`src/design/ntt_pkg.sv`:
```
`default_nettype none
package ntt_pkg;

    localparam int DATA_W        = 30;
    localparam int KIND_W        = 2;
    localparam int IDX_W         = 10;
    localparam int LOGSZ_W       = 4;
    localparam int DEF_LOG_DEPTH = 10;

    // Request kinds
    localparam logic [KIND_W-1:0] KIND_WRITE = 2'd0;
    localparam logic [KIND_W-1:0] KIND_XFORM = 2'd1;
    localparam logic [KIND_W-1:0] KIND_READ  = 2'd2;

    localparam logic [DATA_W-1:0] MODULUS  = 30'd998244353;
    localparam logic [DATA_W-1:0] MOD_M1   = MODULUS - 30'd1;
    localparam logic [DATA_W-1:0] MOD_M2   = MODULUS - 30'd2;
    localparam logic [DATA_W-1:0] ROOT     = 30'd3;
    localparam logic [DATA_W-1:0] ROOT_INV = 30'd332748118;

endpackage
`default_nettype wire

```
`src/design/ntt_mulmod.sv`:
```
`default_nettype none
// Bit-serial modular multiplier, MSB of b first, one bit per cycle.
module ntt_mulmod (
    input  wire logic                      clk,
    input  wire logic                      rst_n,
    input  wire logic                      start,
    input  wire logic [ntt_pkg::DATA_W-1:0] a,
    input  wire logic [ntt_pkg::DATA_W-1:0] b,
    output logic                           done,
    output logic [ntt_pkg::DATA_W-1:0]     result
);
    import ntt_pkg::*;

    localparam int CNT_W = $clog2(DATA_W);

    logic [DATA_W-1:0] acc_reg, acc_next;
    logic [DATA_W-1:0] a_reg, a_next;
    logic [DATA_W-1:0] b_reg, b_next;
    logic [CNT_W-1:0]  cnt_reg, cnt_next;
    logic              run_reg, run_next;
    logic              done_reg, done_next;
    logic [DATA_W+1:0] sum;
    logic [DATA_W+1:0] red;

    always_comb
    begin
        // acc, a < P so 2*acc + a < 3P
        sum = {1'b0, acc_reg, 1'b0}
            + {2'b00, (b_reg[DATA_W-1] ? a_reg : {DATA_W{1'b0}})};
        if (sum >= {1'b0, MODULUS, 1'b0})
            red = sum - {1'b0, MODULUS, 1'b0};
        else if (sum >= {2'b00, MODULUS})
            red = sum - {2'b00, MODULUS};
        else
            red = sum;
    end

    always_comb
    begin
        acc_next  = acc_reg;
        a_next    = a_reg;
        b_next    = b_reg;
        cnt_next  = cnt_reg;
        run_next  = run_reg;
        done_next = 1'b0;
        if (start)
        begin
            acc_next = '0;
            a_next   = a;
            b_next   = b;
            cnt_next = CNT_W'(DATA_W - 1);
            run_next = 1'b1;
        end
        else if (run_reg)
        begin
            acc_next = red[DATA_W-1:0];
            b_next   = {b_reg[DATA_W-2:0], 1'b0};
            cnt_next = cnt_reg - 1'b1;
            if (cnt_reg == '0)
            begin
                run_next  = 1'b0;
                done_next = 1'b1;
            end
        end
    end

    always_ff @(posedge clk or negedge rst_n)
    begin
        if (!rst_n)
        begin
            run_reg  <= 1'b0;
            done_reg <= 1'b0;
            cnt_reg  <= '0;
        end
        else
        begin
            run_reg  <= run_next;
            done_reg <= done_next;
            cnt_reg  <= cnt_next;
        end
    end

    always_ff @(posedge clk)
    begin
        acc_reg <= acc_next;
        a_reg   <= a_next;
        b_reg   <= b_next;
    end

    assign done   = done_reg;
    assign result = acc_reg;

endmodule
`default_nettype wire

```
`config.mk`:
```
export PLATFORM = sky130hd
export DESIGN_NAME = ntt_mulmod
export DESIGN_NICKNAME = d
export VERILOG_FILES = /design/src/design/ntt_pkg.sv /design/src/design/ntt_mulmod.sv
export SDC_FILE = /design/constraint.sdc
export NUM_CORES = 1
export LEC_CHECK = 0
export BUFFER_PORTS_ARGS = -buffer_cell sky130_fd_sc_hd__buf_2
export CAP_MARGIN = 10
export CORE_AREA = 2 2 120 122
export DETAILED_ROUTE_END_ITERATION = 6
export DIE_AREA = 0 0 122 124
export GPL_ROUTABILITY_DRIVEN = 0
export GPL_TIMING_DRIVEN = 0
export PLACE_DENSITY = 0.7
export SYNTH_ARGS = -nofsm -noshare
export SYNTH_HDL_FRONTEND = slang
export SYNTH_SLANG_ARGS = --single-unit
```
`constraint.sdc`:
```
create_clock -name clk -period 7 [get_ports clk]
set_input_delay 0 -clock clk [delete_from_list [all_inputs] [get_ports clk]]
set_output_delay 0 -clock clk [all_outputs]
set_load 0.01 [all_outputs]
```
==> summary.txt, run 1 <==
Run status
  – Outcome: complete, no violations

Hold path
  – Worst hold path class: in -> async

Cells and area
  – Area of the multi-input gates: 3970 sq um
  – Storage element area: 2580 sq um
  – N_diodes: 0
  – P&R area growth vs syn: 24.2%
  – Final core utilization: 61.1%
  – Layout cells sized above 1: 19.1%
  – Nets: 976
  – Fillers: 1,152

Logic synthesis
  – Syn Nets: 810
  – Async S/R FF share, synth: 7.22%
  – Post-Synthesis Cells: 710
  – Mean post-synth cell area: 9.50 sq um
  – Most instantiated library cell after synthesis: nand2_1
  – Cell variety after synth: 79
  – Post-synth top flop: edfxtp_1
  – Synth Warn #: 0
  – Post-synth top cells: 62 x nand2_1, 60 x edfxtp_1, 56 x nor2_1
  – Post-synth EDFFs: 60
  – Synth Register Bits: 97
  – Main area contributors after synthesis: edfxtp_1 27%, dfxtp_1 8.9%, ha_1 6.7%, mux2_2 5.0%, nand2_1 3.5%
  – Register area share after synthesis: 38.2%
  – Synthesized area: 6740 sq um
  – Synth area leader: edfxtp_1
  – Yosys top cell area share: 26.7%

Floorplanning
  – Ports: 94
  – CORE AREA: 13,700 sq um
  – Initial Utilization: 49.1%
  – Die Wd: 122 microns
  – Die ar.: 15,100 sq um
  – Vert. Die Dim: 124 microns
  – Row count: 43

Timing
  – Worst Tran Pin Value: 890 ps
  – Min Tclk post-route: 5840 ps
  – Slew Viols, Final: 0
  – Max-slew headroom: 40.6%
  – RSZ-0062 raised after global routing: false
  – Final period util: 83.4%
  – Setup Total Neg Slack: 0 ps
  – Max Clk Rate: 0.171 GHz
  – Final setup violation count: 0
  – Worst Skew: 14.6 ps
  – Endpoints failing hold: 0
  – Hold WS: 13.0 ps

Global route
  – Vias in the first global route: 6,049
  – Grt ovf: 0
  – First-pass GRT wire length: 30.3 mm
  – Initial antenna violation count: 0
  – Global-route usage over all layers: 26.0%
  – Largest net degree at the start of global routing: 35

Drt
  – Routed vias/inst: 5.97
  – WL final: 19.3 mm
  – Via count: 6,339
  – Drt wl/cell: 18.2 microns
  – First drt pass iteration count: 5
  – DRC: 0
  – DRT antenna net count: 0
  – Iter 0 DRT Violations: 589

Setup path
  – Crit Path Max Fanout: 10
  – CP Launch Type: register
  – Critical path endpoint category: register
  – CP Cell Sequence: clkbuf_1 -> and2_1 -> ha_1 -> inv_1 -> fa_1 -> nand2b_1 -> a211oi_2 -> o2111ai_1 -> nand3_1 -> a31oi_1 -> xnor2_1 -> and3_1 -> o21ai_2 -> a211oi_2 -> o21ai_1 -> or4_1 -> a311oi_1
  – Worst Path Required: 7260 ps
  – Crit-path max cell delay: 680 ps
  – CP Class: reg -> reg
  – Slowest stage cell on the critical path: a211oi_2
  – CP dominant cell by count: a211oi_2
  – Crit path DAT: 6100 ps

Clock tree
  – Post-CTS sizing: 0
  – Sink Count: 97
  – Clock latency on the worst-skew pair: 370 ps
  – CTS tree: done
  – TritonCTS Buffers: 9
  – Clock buffer depth: 2
  – H-tree depth: 3
  – Clock Tree Root: clkbuf_16
  – Clock-pin slew on the worst setup and hold paths: 80 ps

Power
  – Peak VDD IR: 0.000207 V
  – Leakage: 3.40 nW
  – Pwr Density: 358 nW/um^2

Place
  – Hpwl dp: 13.7 mm
  – # port buffers: 93

Flow run
  – Total of max-cap violations: 0
where the power goes:
group | total (mW) | internal [mW] | switching, mW
clock | 0.531 | 0.285 | 0.246
combinational | 1.65 | 0.627 | 1.02
sequential | 0.821 | 0.726 | 0.0956
total | 3.00 | 1.64 | 1.37
critical path, delay by kind of cell (launching register included):
kind	cells	cell delay, ps
buffers and inverters	2	490
AND/OR/NAND/NOR	5	1450
adder cells (fa/ha/maj)	2	600
flip-flops	1	390
XOR/XNOR	1	570
AO/OA/AOI/OAI	7	2250
metal layers:
metal  vias up  GRT usage [%]  wire (microns)
met1      3009           32.4            8220
met2       272           43.7            9240
met3        49           5.04            1250
li1       3009              -               -
met4         0           11.9             627
met5         -              0               0
logic make-up (layout without fill, tap and decap cells):
logic type	Yosys count	in the layout	share of synthesized area [%]
multiplexers	37	37	6.05
flip-flops	97	97	38.2
adder cells (fa/ha/maj)	37	37	6.98
AND/OR/NAND/NOR	253	253	19.7
buffers and inverters	49	220	2.97
AO/OA/AOI/OAI	195	195	20.5
XOR/XNOR	42	42	5.57
cell type report:
type,count,area share [%]
Buffer,29,1.49
Clock buffer,10,2.73
Clock inverter,6,0.911
Inverter,20,0.896
Multi-Input combinational cell,564,47.3
Sequential cell,97,30.8
Tap cell,180,2.69
Timing Repair Buffer,155,13.2
worst paths after layout:
path                                          from  slack (ps)  depth (start not counted)                 endpoint
max                            b_reg[29]$_DFFE_PP_        1160                         17   result[5]$_SDFFE_PP0P_
min                                          rst_n          10                          2   cnt_reg[4]$_DFFE_PN0P_
max reg2reg                    b_reg[29]$_DFFE_PP_        1160                         17   result[5]$_SDFFE_PP0P_
min reg2reg                result[19]$_SDFFE_PP0P_         470                          2  result[19]$_SDFFE_PP0P_
max in group asynchronous                    rst_n        6810                          2   cnt_reg[1]$_DFFE_PN0P_
min in group clk                             start         280                          1       a_reg[7]$_DFFE_PP_
cell usage in the layout (no fill, tap or decap), drive strengths merged, types with 17 or more instances in the layout:
master / n
dlygate4sd3: 61
nand2: 62
inv: 25
nor2: 56
o21ai: 40
xnor2: 26
dfxtp: 30
edfxtp: 60
mux2: 30
a21oi: 39
a211oi: 17
ha: 36
and2: 33
nand3: 22
buf: 105
clkbuf: 28
through the flow:
stage               setup slack, ps  cells  power, mW  instance area (sq um)
finish                         1160   1061       3.00                   8380
global route                    885   1061       3.20                   8380
CTS                            1290   1060       2.97                   8350
detailed placement             1350    983       2.41                   7430
global placement               1450    983       2.36                   7430
floorplan                      2460    710       1.98                   6740
what timing repair did:
action,CTS,global route
endpoints found under the hold margin,67,0
buffers inserted,0,0
hold buffers,61,0
setup endpoints to repair,0,0
(Power assumes the default switching activity.)
==> run 2: changes to the inputs <==
--- a/config.mk
+++ b/config.mk
@@ -5,14 +5,15 @@
 export SDC_FILE = /design/constraint.sdc
 export NUM_CORES = 1
 export LEC_CHECK = 0
+export ABC_AREA = 1
 export BUFFER_PORTS_ARGS = -buffer_cell sky130_fd_sc_hd__buf_2
 export CAP_MARGIN = 10
-export CORE_AREA = 2 2 120 122
+export CORE_AREA = 2 2 133 135
 export DETAILED_ROUTE_END_ITERATION = 6
-export DIE_AREA = 0 0 122 124
+export DIE_AREA = 0 0 135 137
 export GPL_ROUTABILITY_DRIVEN = 0
 export GPL_TIMING_DRIVEN = 0
-export PLACE_DENSITY = 0.7
+export PLACE_DENSITY = 0.69
 export SYNTH_ARGS = -nofsm -noshare
 export SYNTH_HDL_FRONTEND = slang
 export SYNTH_SLANG_ARGS = --single-unit
==> constraint.sdc (replaced) <==
create_clock -name clk -period 6 [get_ports clk]
set_input_delay 0 -clock clk [delete_from_list [all_inputs] [get_ports clk]]
set_output_delay 0 -clock clk [all_outputs]
set_load 0.01 [all_outputs]
==> summary.txt, run 2 <==
Clock tree
  – TritonCTS Buffers: 9
  – CTS tree: done
  – Sink Count: 97
  – Clock buffer depth: 2
  – Clock latency on the worst-skew pair: 360 ps
  – Post-CTS Setup Bufs: 0
  – Clock-pin slew on the worst setup and hold paths: 70 ps
  – H-tree depth: 3
  – Clock Tree Root: clkbuf_16

Logic synthesis
  – Synth area leader: nand2_1
  – Post-synth top cells: 618 x nand2_1, 199 x inv_1, 87 x nor2_1
  – Synth Warn #: 0
  – Post-synth EDFFs: 60
  – Synthesized area: 8410 sq um
  – Main area contributors after synthesis: nand2_1 28%, edfxtp_1 21%, inv_1 8.9%, dfxtp_1 7.1%, ha_1 5.4%
  – Synth Register Bits: 97
  – Mean post-synth cell area: 6.24 sq um
  – Yosys top cell area share: 27.6%
  – Post-synth top flop: edfxtp_1
  – Most instantiated library cell after synthesis: nand2_1
  – Register area share after synthesis: 30.7%
  – Syn Nets: 1,448
  – Post-Synthesis Cells: 1,348
  – Async S/R FF share, synth: 7.22%
  – Cell variety after synth: 43

Flow run
  – Total of max-cap violations: 0

Setup path
  – Crit path launch: b_reg[29]$_DFFE_PP_
  – CP Launch Type: register
  – FF-to-FF End: result[17]$_SDFFE_PP0P_
  – Crit Path Max Fanout: 10
  – Critical path endpoint category: register
  – Worst R2R Path Depth: 26
  – RR Startpoint: b_reg[29]$_DFFE_PP_
  – CP Class: reg -> reg
  – Crit path DAT: 5210 ps
  – Worst setup path end: result[17]$_SDFFE_PP0P_
  – Worst Path Required: 6300 ps
  – Flop-to-flop setup slack: 1100 ps

Global route
  – Global-route usage over all layers: 26.9%
  – Grt ovf: 0
  – Vias in the first global route: 8,068
  – Largest net degree at the start of global routing: 32
  – First-pass GRT wire length: 39.0 mm
  – Initial antenna violation count: 0

Cells and area
  – Nets: 1,614
  – P&R area growth vs syn: 19.8%
  – Most common cell after layout, fill and taps aside: nand2_1
  – N_diodes: 0
  – Layout cells sized above 1: 12.4%
  – Commonest non-fill, non-tap cells in the layout: 618 x nand2_1, 199 x inv_1, 97 x buf_2
  – Design Area, Final: 10,100 sq um
  – Fillers: 1,678

Power
  – Pwr Density: 406 nW/um^2
  – Leakage: 5.56 nW
  – Peak VDD IR: 0.000247 V

Timing
  – Slew Viols, Final: 0
  – Worst Tran Pin Value: 1190 ps
  – Final period util: 81.7%
  – Final setup violation count: 0
  – Worst Skew: 6.86 ps
  – RSZ-0062 raised after global routing: false
  – Hold WS: 249 ps
  – Max-slew headroom: 20.5%
  – Endpoints failing hold: 0
  – Setup Total Neg Slack: 0 ps
  – Max Clk Rate: 0.204 GHz
  – Min Tclk post-route: 4900 ps

Floorplanning
  – Die Wd: 135 microns
  – Initial Utilization: 49.3%
  – Row count: 48
  – Ports: 94
  – Vert. Die Dim: 137 microns
  – Die ar.: 18,500 sq um
  – CORE AREA: 17,100 sq um

Drt
  – Via count: 8,639
  – Drt wl/cell: 13.8 microns
  – First drt pass iteration count: 7
  – Routed vias/inst: 4.95
  – Iter 0 DRT Violations: 569
  – DRC: 0
  – WL final: 24.1 mm
  – DRT antenna net count: 0

Place
  – # port buffers: 93
  – Hpwl dp: 18.7 mm
  – Area of placed instances: 9160 sq um

Hold path
  – Worst hold path class: in -> reg

Run status
  – Outcome: complete, no violations
run 2: cell types whose count changed in the layout (fill, tap and decap cells not counted), sizes merged, moves of 15 or more:
| cell | delta |
|---|---|
| inv | +183 |
| o211ai | -15 |
| xor2 | +16 |
| nand4 | +15 |
| mux2 | -30 |
| a211oi | -17 |
| nor2 | +50 |
| and2 | -30 |
| nand2 | +590 |
| nand3 | +45 |
| xnor2 | -16 |
run 2: power by group:
group	internal, mW	switching [mW]	total [mW]
Combinational	0.856	1.70	2.56
Sequential	0.843	0.107	0.950
Clock	0.295	0.287	0.582
run 2: worst max-delay path, cell delays in order, from the launching register on:
cell,delay [ps]
edfxtp_1,390
clkbuf_1,500
buf_1,440
nand2_1,90
inv_1,170
ha_1,260
inv_1,70
fa_1,410
inv_1,130
nand3_1,90
nand2_2,180
nand2_1,100
nand2_1,140
nand2_1,90
nand3_1,70
nand2_1,170
inv_2,130
nand2_1,70
nor2_2,140
nand2_1,110
o21a_1,230
nor2_4,250
buf_4,260
nand2_1,70
nand2_1,70
nand2_1,130
nand2_1,90
run 2: repair_timing:
action,CTS,global route
resized for setup,0,0
hold endpoints to repair,67,0
hold buffers,62,0
run 2: cells by family after synthesis:
family,synth area share (%)
AND/OR/NAND/NOR,44.0
buffers and inverters,11.1
flip-flops,30.7
AO/OA/AOI/OAI,4.00
XOR/XNOR,4.60
adder cells (fa/ha/maj),5.60
run 2: cell type report:
class                      instances  area (sq um)  area share, %
multi-input combinational       1019          4890           48.6
sequential                        97          2580           25.6
timing repair buffer             155          1090           10.8
inverter                         205           769           7.64
tap                              225           282           2.80
clock buffer                       9           225           2.24
buffer                            27           168           1.66
clock inverter                     7          71.3          0.708
run 2: stage by stage:
step                power [mW]  util, %  std cells  setup WS, ps
floorplan                 2.77        -       1348          2430
global placement          3.41     53.7       1666          1210
detailed placement        3.44     53.7       1666          1180
CTS                       4.06     59.1       1744          1140
global route              4.45     59.1       1744           657
finish                    4.09     59.1       1744          1100
run 2: worst min path at each step:
| stage | from | endpoint | slack, ps | cells past startpoint |
|---|---|---|---|---|
| 2_1_floorplan | rst_n | cnt_reg[0]$_DFFE_PN0P_ | -300 | 0 |
| 3_3_place_gp | rst_n | done$_DFF_PN0_ | -150 | 1 |
| 3_5_place_dp | rst_n | cnt_reg[4]$_DFFE_PN0P_ | -160 | 1 |
| 4_1_cts | start | a_reg[1]$_DFFE_PP_ | 260 | 1 |
| 5_1_grt | start | a_reg[1]$_DFFE_PP_ | 290 | 1 |
| 6_report | start | a_reg[1]$_DFFE_PP_ | 250 | 1 |
run 2: per-layer routing:
metal	share of wire (%)	global-route usage, %	vias to the layer above
met4	2.5	9.66	0
met5	0	0	-
met2	46	44.9	266
li1	-	-	4493
met1	45	35.5	3842
met3	6.5	4.19	38
